File: src/rtl/bmpn_pkg.sv
// Shared types and constants for the Box-Muller pixel noise adder.
`timescale 1ns / 1ps
package bmpn_pkg;

  // Configuration register indexes
  localparam logic REG_NOISE_MEAN  = 1'b0;
  localparam logic REG_NOISE_SIGMA = 1'b1;

  // 2 ln 2 in Q16
  localparam logic [16:0] LN2X2_Q16 = 17'd90852;

  // sin(pi/2 x) odd polynomial, Q16, Horner order
  localparam logic [16:0] POLY_C3 = 17'd307;
  localparam logic [16:0] POLY_C2 = 17'd5223;
  localparam logic [16:0] POLY_C1 = 17'd42334;
  localparam logic [16:0] POLY_C0 = 17'd102944;

  typedef struct packed {
    logic [8:0] cos_mag;
    logic       cos_neg;
    logic [8:0] sin_mag;
    logic       sin_neg;
  } bmpn_trig_t;

  // c - (x2 * y) >> 16, all Q16
  function automatic logic [16:0] poly_step(input logic [16:0] c, input logic [16:0] x2,
                                            input logic [16:0] y);
    logic [33:0] prod;
    prod = x2 * y;
    return c - prod[32:16];
  endfunction

endpackage

File: src/rtl/bmpn_trig.sv
// Angle path: quadrant split, quarter-sine polynomial and cos/sin selection.
`timescale 1ns / 1ps
module bmpn_trig #(
  parameter int UNIFORM_BITS = 16
) (
  input  logic                    clk,
  input  logic                    ce,
  input  logic [UNIFORM_BITS-1:0] k2,
  output bmpn_pkg::bmpn_trig_t    trig
);
  import bmpn_pkg::*;

  logic [15:0] p;
  generate
    if (UNIFORM_BITS >= 16) begin : g_wide
      assign p = k2[UNIFORM_BITS-1 -: 16];
    end else begin : g_narrow
      assign p = {k2, {(16-UNIFORM_BITS){1'b0}}};
    end
  endgenerate

  logic [16:0] xa0, xb0;
  assign xa0 = {1'b0, p[13:0], 2'b00};
  assign xb0 = 17'd65536 - xa0;

  logic [1:0]  q1_r, q2_r, q3_r, q4_r;
  logic [16:0] xa1_r, xb1_r, xa2_r, xb2_r, xa3_r, xb3_r, xa4_r, xb4_r;
  logic [16:0] x2a2_r, x2b2_r, x2a3_r, x2b3_r, x2a4_r, x2b4_r;
  logic [16:0] ya3_r, yb3_r, ya4_r, yb4_r, ya5_r, yb5_r;
  logic [1:0]  q5_r;
  logic [16:0] xa5_r, xb5_r;

  logic [33:0] sqa, sqb;
  assign sqa = xa1_r * xa1_r;
  assign sqb = xb1_r * xb1_r;

  always_ff @(posedge clk) begin
    if (ce) begin
      q1_r   <= p[15:14];
      xa1_r  <= xa0;
      xb1_r  <= xb0;
      q2_r   <= q1_r;
      xa2_r  <= xa1_r;
      xb2_r  <= xb1_r;
      x2a2_r <= sqa[32:16];
      x2b2_r <= sqb[32:16];
      q3_r   <= q2_r;
      xa3_r  <= xa2_r;
      xb3_r  <= xb2_r;
      x2a3_r <= x2a2_r;
      x2b3_r <= x2b2_r;
      ya3_r  <= poly_step(POLY_C2, x2a2_r, POLY_C3);
      yb3_r  <= poly_step(POLY_C2, x2b2_r, POLY_C3);
      q4_r   <= q3_r;
      xa4_r  <= xa3_r;
      xb4_r  <= xb3_r;
      x2a4_r <= x2a3_r;
      x2b4_r <= x2b3_r;
      ya4_r  <= poly_step(POLY_C1, x2a3_r, ya3_r);
      yb4_r  <= poly_step(POLY_C1, x2b3_r, yb3_r);
      q5_r   <= q4_r;
      xa5_r  <= xa4_r;
      xb5_r  <= xb4_r;
      ya5_r  <= poly_step(POLY_C0, x2a4_r, ya4_r);
      yb5_r  <= poly_step(POLY_C0, x2b4_r, yb4_r);
    end
  end

  logic [33:0] fa, fb;
  logic [8:0]  sa, sb;
  bmpn_trig_t  trig_nxt;
  assign fa = xa5_r * ya5_r;
  assign fb = xb5_r * yb5_r;
  assign sa = fa[32:24];
  assign sb = fb[32:24];

  always_comb begin
    case (q5_r)
      2'd0: trig_nxt = '{cos_mag: sb, cos_neg: 1'b0, sin_mag: sa, sin_neg: 1'b0};
      2'd1: trig_nxt = '{cos_mag: sa, cos_neg: 1'b1, sin_mag: sb, sin_neg: 1'b0};
      2'd2: trig_nxt = '{cos_mag: sb, cos_neg: 1'b1, sin_mag: sa, sin_neg: 1'b1};
      default: trig_nxt = '{cos_mag: sa, cos_neg: 1'b0, sin_mag: sb, sin_neg: 1'b1};
    endcase
  end

  bmpn_trig_t trig_r;
  always_ff @(posedge clk) begin
    if (ce) trig_r <= trig_nxt;
  end
  assign trig = trig_r;

endmodule

File: config.mk
export PLATFORM = sky130hd
export DESIGN_NAME = bmpn_trig
export DESIGN_NICKNAME = d
export VERILOG_FILES = /design/src/rtl/bmpn_pkg.sv /design/src/rtl/bmpn_trig.sv
export SDC_FILE = /design/constraint.sdc
export NUM_CORES = 2
export LEC_CHECK = 0
export BUFFER_PORTS_ARGS = -buffer_cell sky130_fd_sc_hd__clkbuf_2
export CAP_MARGIN = 10
export CORE_UTILIZATION = 65
export DETAILED_ROUTE_END_ITERATION = 10
export PLACE_DENSITY = 0.82
export SYNTH_ARGS = -nofsm -noshare
export SYNTH_HDL_FRONTEND = slang
export SYNTH_SLANG_ARGS = --single-unit
File: constraint.sdc
create_clock -name clk -period 15.04 [get_ports clk]
set_clock_uncertainty 0.2 [all_clocks]
set_input_delay 2.256 -clock clk [delete_from_list [all_inputs] [get_ports clk]]
set_output_delay 2.256 -clock clk [all_outputs]
set_load 0.005 [all_outputs]
==> results.json <==
{
  "grt_pass1_vias": 55100,
  "status": "complete, no violations",
  "yosys_most_used_dff": "edfxtp_1",
  "viasPerCell": 5.63,
  "yosys.area.top_type_share_pct": 37.7,
  "firstDrtPassIters": 6,
  "drt-total-wl_mm": 155,
  "seq_area_sq_um": 10700,
  "initial_core_util_pct": 65.5,
  "grt_max_degree": 178,
  "slew_headroom_pct": 28.5,
  "fillers": 8143,
  "clock_path_buffers": 3,
  "fin_crit_ns": 8.01,
  "area_delta_synth_final_pct": 3.83,
  "die_w_um": 338,
  "clk_pin_slew_worst_paths_ns": 0.06,
  "drive_gt1_share_pct": 2.62,
  "synth_commonest_cells": "inv_1, fa_1, ha_1",
  "drtAntennaViolNets": 0,
  "cts_tree": "yes",
  "synth_edf_count": 357,
  "max-cap-violations": 0,
  "rows": 123,
  "gr-total-overflow": 0,
  "wl_per_cell_um": 17.5,
  "synthCells": 7467,
  "synth_cell_types": 97,
  "htree_levels": 2,
  "io_buffer_count": 37,
  "required_ns": 15.22,
  "hold_viol": 0,
  "numCtsBuffers": 46,
  "crit_type": "reg2reg",
  "post_cts_buffers": 0,
  "clock_latency_ns": 0.65,
  "ctsResizeCount": 0,
  "synth-xor-area-share_pct": 2.27,
  "synthTopCellsByArea": "fa_1, ha_1, edfxtp_1",
  "tns_ns": 0,
  "io_pins": 38,
  "grt_pass1_wl_mm": 265,
  "yosys.area_share.simple_pct": 13.9,
  "numClockSinks": 357,
  "yosysWarnings": 0,
  "critPathMaxFanout": 16,
  "yosysMostFrequentCell": "inv_1",
  "first_iter_violations": 3411,
  "synthesis.area_sq_um": 73500,
  "nNetsFinal": 9672,
  "synth_top_area_cell": "fa_1",
  "route.vias.total": 49900,
  "avgSynthCellArea_sq_um": 9.85,
  "synthAdderAreaFrac_pct": 53.8,
  "place_hpwl_mm": 125,
  "grt_use_total_pct": 28.3,
  "hp-class": "reg2reg",
  "synth-compound-area-share_pct": 4.97,
  "start_kind": "flip-flop",
  "min_period_over_period_pct": 53.3,
  "dieHeight_um": 338,
  "synth_mux_area_share_pct": 0.112,
  "die-area_sq_um": 114000,
  "synth-seq-cells": 357,
  "report.final.slew_viol_count": 0,
  "cts_hold_buf": 0,
  "critical_path_arrival_ns": 8.20,
  "tightest_slew_ns": 1.07,
  "core_sq_um": 112000,
  "fmax_ghz": 0.125,
  "cts_root_buf": "clkbuf_16",
  "multi_input_area_sq_um": 55200,
  "rsz0062_at_grt": "no",
  "setup_viol": 0,
  "antenna_found_initial": 0,
  "end_kind": "flip-flop",
  "place.gp.congestion": 0.910,
  "antenna_cells": 0,
  "synth_top_family_by_area": "adder cells",
  "route.detailed.drc": 0,
  "yosysSeqAreaShare_pct": 14.6,
  "synth_async_sr_flop_share_pct": 0,
  "synth_nets": 9814
}
==> cells in the final DEF, fill, tap and decap left out, drive strengths merged, types with 85 or more instances in the layout <==
| cell type | count |
|---|---|
| a21oi | 118 |
| and2 | 791 |
| clkbuf | 85 |
| edfxtp | 357 |
| fa | 1384 |
| ha | 945 |
| inv | 1809 |
| nand2 | 869 |
| nor2 | 128 |
| xnor2 | 130 |
==> flip-flops by register name, indices dropped and copies added, names as in the netlist, 16 cells and up <==
signal	flops
x2a2_r	16
x2a4_r	16
x2b2_r	17
x2a3_r	16
ya5_r	17
ya4_r	16
x2b4_r	17
yb4_r	16
trig	20
x2b3_r	17
yb5_r	17
==> per-stage QoR <==
stage                     cells  util [%]  area (sq um)  setup WS, ns  hold slack, ns
after floorplan            7467         -         73500          7.78           0.200
after global placement     8777      66.6         74800          7.27           0.201
after detailed placement   8777      66.6         74800          7.07           0.205
after CTS                  8860      68.0         76400          7.05           0.207
after global routing       8860      68.0         76400          6.62           0.206
final                      8860      68.0         76400          7.03           0.212
==> worst max-delay path, cell delays in order (launching register included) <==
cell	delay, ns
edfxtp_1	0.61
and2_1	0.28
fa_1	0.55
inv_1	0.06
fa_1	0.57
fa_1	0.45
fa_1	0.56
inv_1	0.05
fa_1	0.48
inv_1	0.06
fa_1	0.47
inv_1	0.04
ha_1	0.31
a21oi_2	0.23
nand2_1	0.12
a211oi_2	0.35
nor2_1	0.12
xnor2_1	0.23
inv_1	0.12
ha_1	0.24
a21boi_1	0.17
a32oi_1	0.35
a211oi_2	0.11
a211oi_2	0.43
o31ai_2	0.14
xnor2_1	0.20
o221ai_2	0.13
xnor2_1	0.13
==> final timing paths <==
path                                 start        end  slack, ns  cells after the start
worst min-delay path              xa2_r[5]   xa3_r[5]       0.21                      0
worst max-delay path            x2a4_r[10]  ya5_r[16]       7.03                     27
worst min register to register    xa2_r[5]   xa3_r[5]       0.21                      0
worst max register to register  x2a4_r[10]  ya5_r[16]       7.03                     27
==> cells by family after synthesis <==
logic type | after synthesis
compound gates | 505
xor+xnor | 190
fa+ha+maj | 2330
buf+inv | 2039
flops | 357
mux | 8
simple gates | 2038
==> layout make-up <==
class                      count  share of cell area (%)
multi-input combinational   5071                    72.2
timing repair buffer          53                   0.429
clock buffer                  49                    1.52
sequential                   357                    14.0
tap                         1500                    2.46
clock inverter                34                   0.492
inverter                    1796                    8.83
==> per-layer routing <==
layer  wire (um)  track usage (%)
met5           0                0
met3       10500             3.69
met4        4220             8.70
met2       75400             48.1
met1       64800             37.9
Power is left out: the tool's default activity adds up to more than one toggle a clock period on the data nets, which glitch-free logic cannot reach.
